`src/rsmlc_pkg.sv`:
```
// Package for the range sensor median/LUT converter.
// Holds table constants, widths, register indexes and shared types. No dependencies.
`timescale 1ns / 1ps
package rsmlc_pkg;
    localparam int SampleW   = 10;
    localparam int DistW     = 11;
    localparam int StatusW   = 2;
    localparam int CfgIdxW   = 2;
    localparam int CfgDataW  = 10;
    localparam int StoredPts = 17;
    localparam int DefWindow = 5;
    localparam int DefPoints = 17;

    localparam logic [CfgIdxW-1:0] RegMode  = 2'd0;
    localparam logic [CfgIdxW-1:0] RegDisc  = 2'd1;
    localparam logic [CfgIdxW-1:0] RegFar   = 2'd2;
    localparam logic [CfgIdxW-1:0] RegNear  = 2'd3;

    localparam logic [StatusW-1:0] StOk    = 2'd0;
    localparam logic [StatusW-1:0] StClose = 2'd1;
    localparam logic [StatusW-1:0] StFar   = 2'd2;
    localparam logic [StatusW-1:0] StDisc  = 2'd3;

    function automatic logic [SampleW-1:0] pt_level(input logic [4:0] i);
        case (i)
            5'd0: pt_level = 10'd92;   5'd1: pt_level = 10'd98;
            5'd2: pt_level = 10'd106;  5'd3: pt_level = 10'd115;
            5'd4: pt_level = 10'd123;  5'd5: pt_level = 10'd133;
            5'd6: pt_level = 10'd147;  5'd7: pt_level = 10'd164;
            5'd8: pt_level = 10'd180;  5'd9: pt_level = 10'd205;
            5'd10: pt_level = 10'd235; 5'd11: pt_level = 10'd262;
            5'd12: pt_level = 10'd297; 5'd13: pt_level = 10'd327;
            5'd14: pt_level = 10'd368; 5'd15: pt_level = 10'd440;
            5'd16: pt_level = 10'd512;
            default: pt_level = 10'd0;
        endcase
    endfunction

    function automatic logic [DistW-1:0] pt_dist(input logic [4:0] i);
        case (i)
            5'd0: pt_dist = 11'd1500;  5'd1: pt_dist = 11'd1400;
            5'd2: pt_dist = 11'd1300;  5'd3: pt_dist = 11'd1200;
            5'd4: pt_dist = 11'd1100;  5'd5: pt_dist = 11'd1000;
            5'd6: pt_dist = 11'd900;   5'd7: pt_dist = 11'd800;
            5'd8: pt_dist = 11'd700;   5'd9: pt_dist = 11'd600;
            5'd10: pt_dist = 11'd500;  5'd11: pt_dist = 11'd450;
            5'd12: pt_dist = 11'd400;  5'd13: pt_dist = 11'd350;
            5'd14: pt_dist = 11'd300;  5'd15: pt_dist = 11'd250;
            5'd16: pt_dist = 11'd200;
            default: pt_dist = 11'd0;
        endcase
    endfunction

    // controller -> datapath
    typedef struct packed {
        logic store;      // write sample into ring
        logic init;       // start report: clear scan state
        logic scan;       // one ring element step (median count / sum)
        logic div_start;  // load divider
        logic div_step;   // one quotient bit
        logic fix;        // latch filtered value, classify
        logic seg_step;   // test one table segment
        logic finish;     // final distance from quotient
        logic take;       // output accepted
    } t_cmd;

    // datapath -> controller
    typedef struct packed {
        logic full;       // ring filled once
        logic scan_done;  // last element scanned
        logic div_done;   // quotient complete
        logic in_range;   // classification passed thresholds
        logic seg_hit;    // current segment contains value
        logic seg_last;   // no more segments
    } t_sts;
endpackage

```
`src/rsmlc_ctrl.sv`:
```
// Controller state machine for the range sensor converter.
// Depends on rsmlc_pkg; drives command struct to rsmlc_dp.
`timescale 1ns / 1ps
module rsmlc_ctrl (
    input  logic               i_clk,
    input  logic               i_rst_n,
    input  logic               i_in_valid,
    input  logic               i_req_type,
    output logic               o_in_ready,
    output logic               o_out_valid,
    input  logic               i_out_ready,
    input  rsmlc_pkg::t_sts    i_sts,
    output rsmlc_pkg::t_cmd    o_cmd
);
    typedef enum logic [5:0] {
        S_IDLE = 6'b000001,
        S_SCAN = 6'b000010,
        S_FIX  = 6'b000100,
        S_SEG  = 6'b001000,
        S_FIN  = 6'b010000,
        S_OUT  = 6'b100000
    } t_state;

    t_state r_state, n_state;
    logic   w_acc;

    assign o_in_ready  = (r_state == S_IDLE);
    assign o_out_valid = (r_state == S_OUT);
    assign w_acc       = i_in_valid && o_in_ready;

    always_comb begin
        o_cmd      = '0;
        n_state    = r_state;
        unique case (r_state)
            S_IDLE: begin
                if (w_acc && !i_req_type) begin
                    o_cmd.store = 1'b1;
                end else if (w_acc && i_sts.full) begin
                    o_cmd.init = 1'b1;
                    n_state    = S_SCAN;
                end
            end
            S_SCAN: begin
                o_cmd.scan = 1'b1;
                if (i_sts.scan_done) n_state = S_FIX;
            end
            S_FIX: begin
                o_cmd.fix = 1'b1;
                n_state   = S_SEG;
            end
            S_SEG: begin
                if (!i_sts.in_range || i_sts.seg_hit || i_sts.seg_last) begin
                    o_cmd.div_start = i_sts.in_range && i_sts.seg_hit;
                    n_state = (i_sts.in_range && i_sts.seg_hit) ? S_FIN : S_OUT;
                end else begin
                    o_cmd.seg_step = 1'b1;
                end
            end
            S_FIN: begin
                o_cmd.div_step = 1'b1;
                if (i_sts.div_done) begin
                    o_cmd.finish = 1'b1;
                    n_state = S_OUT;
                end
            end
            S_OUT: begin
                if (i_out_ready) begin
                    o_cmd.take = 1'b1;
                    n_state = S_IDLE;
                end
            end
            default: n_state = S_IDLE;
        endcase
    end

    always_ff @(posedge i_clk) begin
        if (!i_rst_n) r_state <= S_IDLE;
        else          r_state <= n_state;
    end
endmodule

```
`src/rsmlc_dp.sv`:
```
// Datapath for the range sensor converter: ring, median/mean, divider, table walk.
// Depends on rsmlc_pkg; commanded by rsmlc_ctrl.
`timescale 1ns / 1ps
module rsmlc_dp #(
    parameter int WINDOW       = rsmlc_pkg::DefWindow,
    parameter int TABLE_POINTS = rsmlc_pkg::DefPoints
) (
    input  logic                              i_clk,
    input  logic                              i_rst_n,
    input  logic [rsmlc_pkg::SampleW-1:0]     i_sample,
    input  logic                              i_cfg_we,
    input  logic [rsmlc_pkg::CfgIdxW-1:0]     i_cfg_idx,
    input  logic [rsmlc_pkg::CfgDataW-1:0]    i_cfg_data,
    input  rsmlc_pkg::t_cmd                   i_cmd,
    output rsmlc_pkg::t_sts                   o_sts,
    output logic [rsmlc_pkg::SampleW-1:0]     o_latest,
    output logic [rsmlc_pkg::SampleW-1:0]     o_filt,
    output logic [rsmlc_pkg::DistW-1:0]       o_dist,
    output logic [rsmlc_pkg::StatusW-1:0]     o_status
);
    localparam int SW    = rsmlc_pkg::SampleW;
    localparam int DW    = rsmlc_pkg::DistW;
    localparam int IW    = (WINDOW > 1) ? $clog2(WINDOW) : 1;
    localparam int CW    = $clog2(WINDOW + 1);
    localparam int SUMW  = SW + CW;
    localparam int PTS   = (TABLE_POINTS < rsmlc_pkg::StoredPts) ?
                           TABLE_POINTS : rsmlc_pkg::StoredPts;
    localparam int PW    = 5;
    // dividend: product of distance step and offset, up to 21 bits
    localparam int NW    = (SUMW > 2 * SW + 1) ? SUMW : 2 * SW + 1;
    localparam int QCW   = $clog2(NW + 1);
    localparam int MID   = WINDOW / 2;
    // floor mean by reciprocal multiply; RK bits keep the error below one step
    localparam int RK    = SUMW + CW;
    localparam logic [RK-1:0] RECIP = RK'(((1 << RK) + WINDOW - 1) / WINDOW);

    logic [SW-1:0] r_ring [WINDOW];
    logic [IW-1:0] r_wslot, r_lslot;
    logic [CW-1:0] r_fill;
    logic          r_mode;
    logic [SW-1:0] r_disc, r_far, r_near;

    // scan: outer index i over candidates, inner j counts elements
    logic [IW-1:0] r_i, r_j;
    logic [CW-1:0] r_lt, r_le;
    logic [SUMW-1:0] r_sum;
    logic [SW-1:0]   r_med;
    logic            r_med_ok;

    logic [NW-1:0]  r_rem, r_quo;
    logic [SW:0]    r_div;
    logic [QCW-1:0] r_qc;

    logic [SW-1:0] r_filt;
    logic [PW-1:0] r_seg;
    logic          r_inr;
    logic [DW-1:0] r_dist;
    logic [rsmlc_pkg::StatusW-1:0] r_stat;
    logic          r_desc;

    // ring write and config
    always_ff @(posedge i_clk) begin
        if (i_cmd.store) r_ring[r_wslot] <= i_sample;
    end

    always_ff @(posedge i_clk) begin
        if (!i_rst_n) begin
            r_wslot <= '0;
            r_lslot <= '0;
            r_fill  <= '0;
            r_mode  <= 1'b0;
            r_disc  <= SW'(30);
            r_far   <= SW'(92);
            r_near  <= SW'(512);
        end else begin
            if (i_cmd.store) begin
                r_lslot <= r_wslot;
                r_wslot <= (r_wslot == IW'(WINDOW - 1)) ? '0 : r_wslot + 1'b1;
                if (r_fill != CW'(WINDOW)) r_fill <= r_fill + 1'b1;
            end
            if (i_cfg_we) begin
                unique case (i_cfg_idx)
                    rsmlc_pkg::RegMode: r_mode <= i_cfg_data[0];
                    rsmlc_pkg::RegDisc: r_disc <= i_cfg_data;
                    rsmlc_pkg::RegFar:  r_far  <= i_cfg_data;
                    rsmlc_pkg::RegNear: r_near <= i_cfg_data;
                    default: ;
                endcase
            end
        end
    end

    // median by rank: candidate ring[i] is the median if count(<) <= MID < count(<=)
    logic [SW-1:0] w_ci, w_cj;
    logic [CW-1:0] w_lt, w_le;
    logic          w_jlast, w_ilast;
    assign w_ci    = r_ring[r_i];
    assign w_cj    = r_ring[r_j];
    assign w_jlast = (r_j == IW'(WINDOW - 1));
    assign w_ilast = (r_i == IW'(WINDOW - 1));
    assign w_lt    = r_lt + CW'(w_cj < w_ci);
    assign w_le    = r_le + CW'(w_cj <= w_ci);

    logic [SUMW+RK-1:0] w_prod;
    logic [SW-1:0]      w_mean;
    assign w_prod = {{RK{1'b0}}, r_sum} * {{SUMW{1'b0}}, RECIP};
    assign w_mean = w_prod[RK +: SW];

    // segment walk
    logic [SW-1:0] w_a0, w_a1;
    logic [DW-1:0] w_d0, w_d1;
    logic          w_hit;
    assign w_a0  = rsmlc_pkg::pt_level(r_seg);
    assign w_a1  = rsmlc_pkg::pt_level(r_seg + 1'b1);
    assign w_d0  = rsmlc_pkg::pt_dist(r_seg);
    assign w_d1  = rsmlc_pkg::pt_dist(r_seg + 1'b1);
    assign w_hit = (r_filt >= w_a0) && (r_filt <= w_a1);

    // restoring divider step
    logic [NW:0]   w_trial;
    logic [NW-1:0] w_qnext;
    assign w_trial = {r_rem, r_quo[NW-1]} - {{(NW - SW){1'b0}}, r_div};
    assign w_qnext = {r_quo[NW-2:0], !w_trial[NW]};

    logic [SW-1:0] w_span, w_off;
    logic [DW-1:0] w_step;
    assign w_span = w_a1 - w_a0;
    assign w_off  = r_filt - w_a0;
    assign w_step = (w_d0 >= w_d1) ? (w_d0 - w_d1) : (w_d1 - w_d0);

    always_ff @(posedge i_clk) begin
        if (i_cmd.init) begin
            r_i <= '0; r_j <= '0; r_lt <= '0; r_le <= '0;
            r_sum <= '0; r_med_ok <= 1'b0;
        end else if (i_cmd.scan) begin
            if (r_i == '0) r_sum <= r_sum + SUMW'(w_cj);
            if (w_jlast) begin
                if (!r_med_ok && w_lt <= CW'(MID) && w_le > CW'(MID)) begin
                    r_med    <= w_ci;
                    r_med_ok <= 1'b1;
                end
                r_j <= '0; r_lt <= '0; r_le <= '0;
                r_i <= r_i + 1'b1;
            end else begin
                r_j <= r_j + 1'b1; r_lt <= w_lt; r_le <= w_le;
            end
        end
        if (i_cmd.div_start) begin
            r_rem  <= '0;
            r_qc   <= '0;
            r_quo  <= NW'(w_step) * NW'(w_off);
            r_div  <= {1'b0, w_span};
            r_desc <= (w_d0 >= w_d1);
            r_dist <= w_d0;
        end else if (i_cmd.div_step) begin
            r_qc  <= r_qc + 1'b1;
            if (!w_trial[NW]) r_rem <= w_trial[NW-1:0];
            else              r_rem <= {r_rem[NW-2:0], r_quo[NW-1]};
            r_quo <= w_qnext;
        end
        if (i_cmd.fix) begin
            r_filt <= r_mode ? w_mean : r_med;
            r_seg  <= '0;
        end else if (i_cmd.seg_step) begin
            r_seg <= r_seg + 1'b1;
        end
        // finish lands with the last divider step: take the completed quotient
        if (i_cmd.finish) begin
            if (r_div == '0)  r_dist <= r_dist;
            else if (r_desc)  r_dist <= r_dist - w_qnext[DW-1:0];
            else              r_dist <= r_dist + w_qnext[DW-1:0];
        end
    end

    // classification, registered at fix
    logic [SW-1:0] w_fv;
    assign w_fv = r_mode ? w_mean : r_med;
    always_ff @(posedge i_clk) begin
        if (i_cmd.fix) begin
            r_inr <= 1'b0;
            if (w_fv < r_disc)      r_stat <= rsmlc_pkg::StDisc;
            else if (w_fv < r_far)  r_stat <= rsmlc_pkg::StFar;
            else if (w_fv > r_near) r_stat <= rsmlc_pkg::StClose;
            else begin
                r_stat <= rsmlc_pkg::StFar;
                r_inr  <= 1'b1;
            end
        end else if (i_cmd.seg_step == 1'b0 && r_inr && w_hit && !i_cmd.finish
                     && i_cmd.div_start) begin
            r_stat <= rsmlc_pkg::StOk;
        end
    end

    assign o_sts.full      = (r_fill == CW'(WINDOW));
    assign o_sts.scan_done = w_ilast && w_jlast;
    assign o_sts.div_done  = (r_qc == QCW'(NW - 1)) && i_cmd.div_step;
    assign o_sts.in_range  = r_inr;
    assign o_sts.seg_hit   = w_hit && (PTS > 1);
    assign o_sts.seg_last  = (r_seg >= PW'(PTS - 2)) || (PTS < 2);

    assign o_latest = r_ring[r_lslot];
    assign o_filt   = r_filt;
    assign o_dist   = (r_stat == rsmlc_pkg::StOk) ? r_dist : '0;
    assign o_status = r_stat;
endmodule

```
`src/range_sensor_median_lut_converter_top.sv`:
```
// Top level of the range sensor median/LUT converter.
// Depends on rsmlc_pkg, rsmlc_ctrl and rsmlc_dp.
`timescale 1ns / 1ps
// Stream of request beats in, report beats out. A store request (tuser 0)
// writes tdata into a ring of WINDOW samples and is taken with no output
// beat. A report request (tuser 1) yields no beat until WINDOW samples have
// been stored since reset; after that it ranks every ring entry against every
// other (also summing for the mean), forms the floor mean by a reciprocal
// multiply in the classify state, checks the thresholds and, when they pass,
// walks the table one segment a cycle and, on a hit, runs a one-bit-per-cycle
// restoring divider for the interpolation. One request is in work at a time;
// tready is low until the report beat has been taken. Configuration writes
// are taken at any edge with i_cfg_we high and must be made while idle.
module range_sensor_median_lut_converter_top #(
    parameter int WINDOW       = rsmlc_pkg::DefWindow,
    parameter int TABLE_POINTS = rsmlc_pkg::DefPoints
) (
    input  logic        i_clk,
    input  logic        i_rst_n,
    input  logic        s_axis_tvalid,
    output logic        s_axis_tready,
    input  logic [15:0] s_axis_tdata,   // [9:0] sample, rest zero
    input  logic        s_axis_tuser,   // [0] req_type
    output logic        m_axis_tvalid,
    input  logic        m_axis_tready,
    output logic [39:0] m_axis_tdata,   // [9:0] latest_raw, [19:10] filtered_value,
                                        // [30:20] distance_tenths_cm, [32:31] range_status
    input  logic        i_cfg_we,
    input  logic [1:0]  i_cfg_idx,
    input  logic [9:0]  i_cfg_data
);
    rsmlc_pkg::t_cmd w_cmd;
    rsmlc_pkg::t_sts w_sts;
    logic [9:0]  w_latest, w_filt;
    logic [10:0] w_dist;
    logic [1:0]  w_stat;

    rsmlc_ctrl u_ctrl (
        .i_clk, .i_rst_n,
        .i_in_valid (s_axis_tvalid),
        .i_req_type (s_axis_tuser),
        .o_in_ready (s_axis_tready),
        .o_out_valid(m_axis_tvalid),
        .i_out_ready(m_axis_tready),
        .i_sts      (w_sts),
        .o_cmd      (w_cmd)
    );

    rsmlc_dp #(.WINDOW(WINDOW), .TABLE_POINTS(TABLE_POINTS)) u_dp (
        .i_clk, .i_rst_n,
        .i_sample  (s_axis_tdata[9:0]),
        .i_cfg_we, .i_cfg_idx, .i_cfg_data,
        .i_cmd     (w_cmd),
        .o_sts     (w_sts),
        .o_latest  (w_latest),
        .o_filt    (w_filt),
        .o_dist    (w_dist),
        .o_status  (w_stat)
    );

    assign m_axis_tdata = {7'd0, w_stat, w_dist, w_filt, w_latest};
endmodule

```
`config.mk`:
```
export PLATFORM = sky130hd
export DESIGN_NAME = range_sensor_median_lut_converter_top
export DESIGN_NICKNAME = d
export VERILOG_FILES = /design/src/rsmlc_pkg.sv /design/src/rsmlc_ctrl.sv /design/src/rsmlc_dp.sv /design/src/range_sensor_median_lut_converter_top.sv
export SDC_FILE = /design/constraint.sdc
export NUM_CORES = 1
export LEC_CHECK = 0
export ABC_CLOCK_PERIOD_IN_PS = 25400
export BUFFER_PORTS_ARGS = -buffer_cell sky130_fd_sc_hd__buf_2
export CORE_MARGIN = 5
export CORE_UTILIZATION = 45
export CTS_BUF_LIST = sky130_fd_sc_hd__clkbuf_4
export DETAILED_ROUTE_END_ITERATION = 6
export PLACE_DENSITY = 0.71
export SLEW_MARGIN = 20
export SYNTH_ARGS = -nofsm -noshare
export SYNTH_HDL_FRONTEND = slang
export SYNTH_HIERARCHICAL = 1
export SYNTH_SLANG_ARGS = --single-unit
```
`constraint.sdc`:
```
create_clock -name i_clk -period 25.4 [get_ports i_clk]
set_clock_uncertainty 0.1 [all_clocks]
set_input_delay 5.08 -clock i_clk [delete_from_list [all_inputs] [get_ports i_clk]]
set_output_delay 5.08 -clock i_clk [all_outputs]
set_load 0.03 [all_outputs]
```
==> flow_summary.toml <==
[clock_network]
numCtsBuffers = 70
cts_setup_buffers = 0
cts_hold_buffers = 0
ctsResizeCount = 0
clk_pin_slew_worst_paths_ps = 70
cts_tree = "built"
clkSinkCount = 248
root_buffer = "clkbuf_4"
cts_max_path_buffers = 3
h-tree-depth = 3
worstSkewPairLatency_ps = 770

[detailed_routing]
antenna_left = 0
routedWlPerCell_um = 16.8
drc = 0
finalWirelength_um = 53400
vias_per_cell = 5.53
dr_total_vias = 17500
drt_iter0_drc = 1162
first_pass_iters = 7

[cells_and_area]
postLayoutCellArea_um2 = 24200
area_growth_pct = 8.16
final_cell_mix = "inv_1, ha_1, nor2_1"
final_common_cell = "inv_1"
fillers = 4587
final_cells = 3171
layout-drive-gt1-share_pct = 12.6
fin_nets = 2882

[sta]
worstMarginPinSlew_ps = 1090
grt_setup_unrepaired = "false"
period_needed_ps = 11380
setup_violations = 0
fmax_mhz = 87.9
min_period_over_period_pct = 44.8
setup_tns_ps = 0
slew_viol_final = 0
hold_viol_final = 0
slew_headroom_pct = 26.8

[die]
start_util_pct = 45.6
io_pins = 76
rows = 81
die_h_um = 233
fp.dieW_um = 233
core_area_um2 = 49100
dieArea_um2 = 54200

[setup_path]
r2r_start = "u_dp/r_seg[0]"
crit_path_start_kind = "flop"
cp_slowest_cell = "dfxtp_1"
critPathLaunch = "u_dp/r_seg[0]"
critical_path_class = "flop to flop"
crit_required_ps = 25810
end_kind = "flop"
r2r-end = "u_dp/r_quo[18]"
arrival_ps = 11790
cp_common_cell = "inv_1"
reg2reg_depth = 38
rrSetupSlack_ps = 14020
cp-endpoint = "u_dp/r_quo[18]"
max_stage_delay_ps = 750
worstPathMaxFanout = 22

[pwr]
ir_worst_vdd_v = 0.0000429
p_per_area_nw_per_um2 = 42.8
p_leak_nw = 10.9

[global_route]
grt_pass1_vias = 17800
grt_max_degree = 70
antenna_found_initial = 5
grt_util_all_layers_pct = 19.9
grt_pass1_wl_um = 88800
overflow = 0

[synth]
synth_cells = 2392
synth_area_um2 = 22300
syn_area_per_cell_um2 = 9.34
synth-warning-count = 6

[place]
place_inst = 3041
placed_area_um2 = 23200
place_hpwl_um = 41000
gp_congestion = 0.898
port_buffers = 62

[worst_hold_path]
hp-class = "flop to flop"

[outcome]
status = "finished, final reports clean"

[flow_run]
drv_cap = 0
[metal layers]
layer  global-route usage [%]  share of wire, %
met4                     6.89               3.1
met5                        0                 0
met1                     24.8                43
met3                     4.43               6.0
met2                     34.2                48
[where the power goes]
part | switching, mW | internal [mW] | leakage, nW | total, mW
sequential | 0.00531 | 0.421 | 2.12 | 0.427
combinational | 0.117 | 0.0944 | 8.24 | 0.211
clock | 0.180 | 0.216 | 0.560 | 0.396
total | 0.302 | 0.732 | 10.9 | 1.03
[worst max-delay path: cells and delay by family (launching register included)]
family	cells	cell delay (ps)
DFF	1	750
and+or+nand+nor	6	1980
xor gates and xnor gates	1	80
muxes	2	630
AOI/OAI and AO/OA	9	2320
adders and majority gates	10	4350
buffers and inverters	10	890
[area by class of cell]
cell class	instances	area, um2	area share (%)
Clock buffer	102	766	3.17
Tap cell	664	831	3.44
Multi-Input combinational cell	1754	14700	60.8
Sequential cell	248	6130	25.3
Clock inverter	23	185	0.766
Timing Repair Buffer	77	423	1.75
Antenna cell	5	12.5	0.0518
Inverter	298	1120	4.63
[worst min-delay path by stage]
stage,start,to,cells past startpoint
after global routing,u_dp/r_med_ok,u_dp/r_med_ok,1
final,u_dp/r_far[9],u_dp/r_far[9],2
after CTS,u_dp/r_i[1],flop,2
after global placement,u_dp/r_med_ok,u_dp/r_med_ok,1
after detailed placement,u_dp/r_far[9],u_dp/r_far[9],2
after floorplan,u_dp/r_med_ok,u_dp/r_med_ok,1
[state kept, by name, indices dropped and copies added (netlist names), 6 cells and up, named ones only]
name and cells:
u_dp/r_rem 21, u_dp/r_ring 50, u_dp/r_med 10, u_ctrl/r_state 6, u_dp/r_near 10, u_dp/r_div 10
u_dp/w_a0 10, u_dp/r_quo 21, u_dp/r_sum 13, u_dp/r_dist 11, u_dp/r_disc 10, u_dp/o_filt 10
u_dp/w_d0 10, u_dp/r_far 10
[stage by stage]
stage,util [%],power [mW],hold slack [ps],setup WS (ps)
2_1_floorplan,-,0.595,328,16220
3_3_place_gp,47.3,0.635,348,14390
3_5_place_dp,47.3,0.646,360,14260
4_1_cts,49.2,1.05,366,14220
5_1_grt,49.3,1.10,396,13320
6_report,49.3,1.03,365,14020
Power figures use the tool's default switching activity.
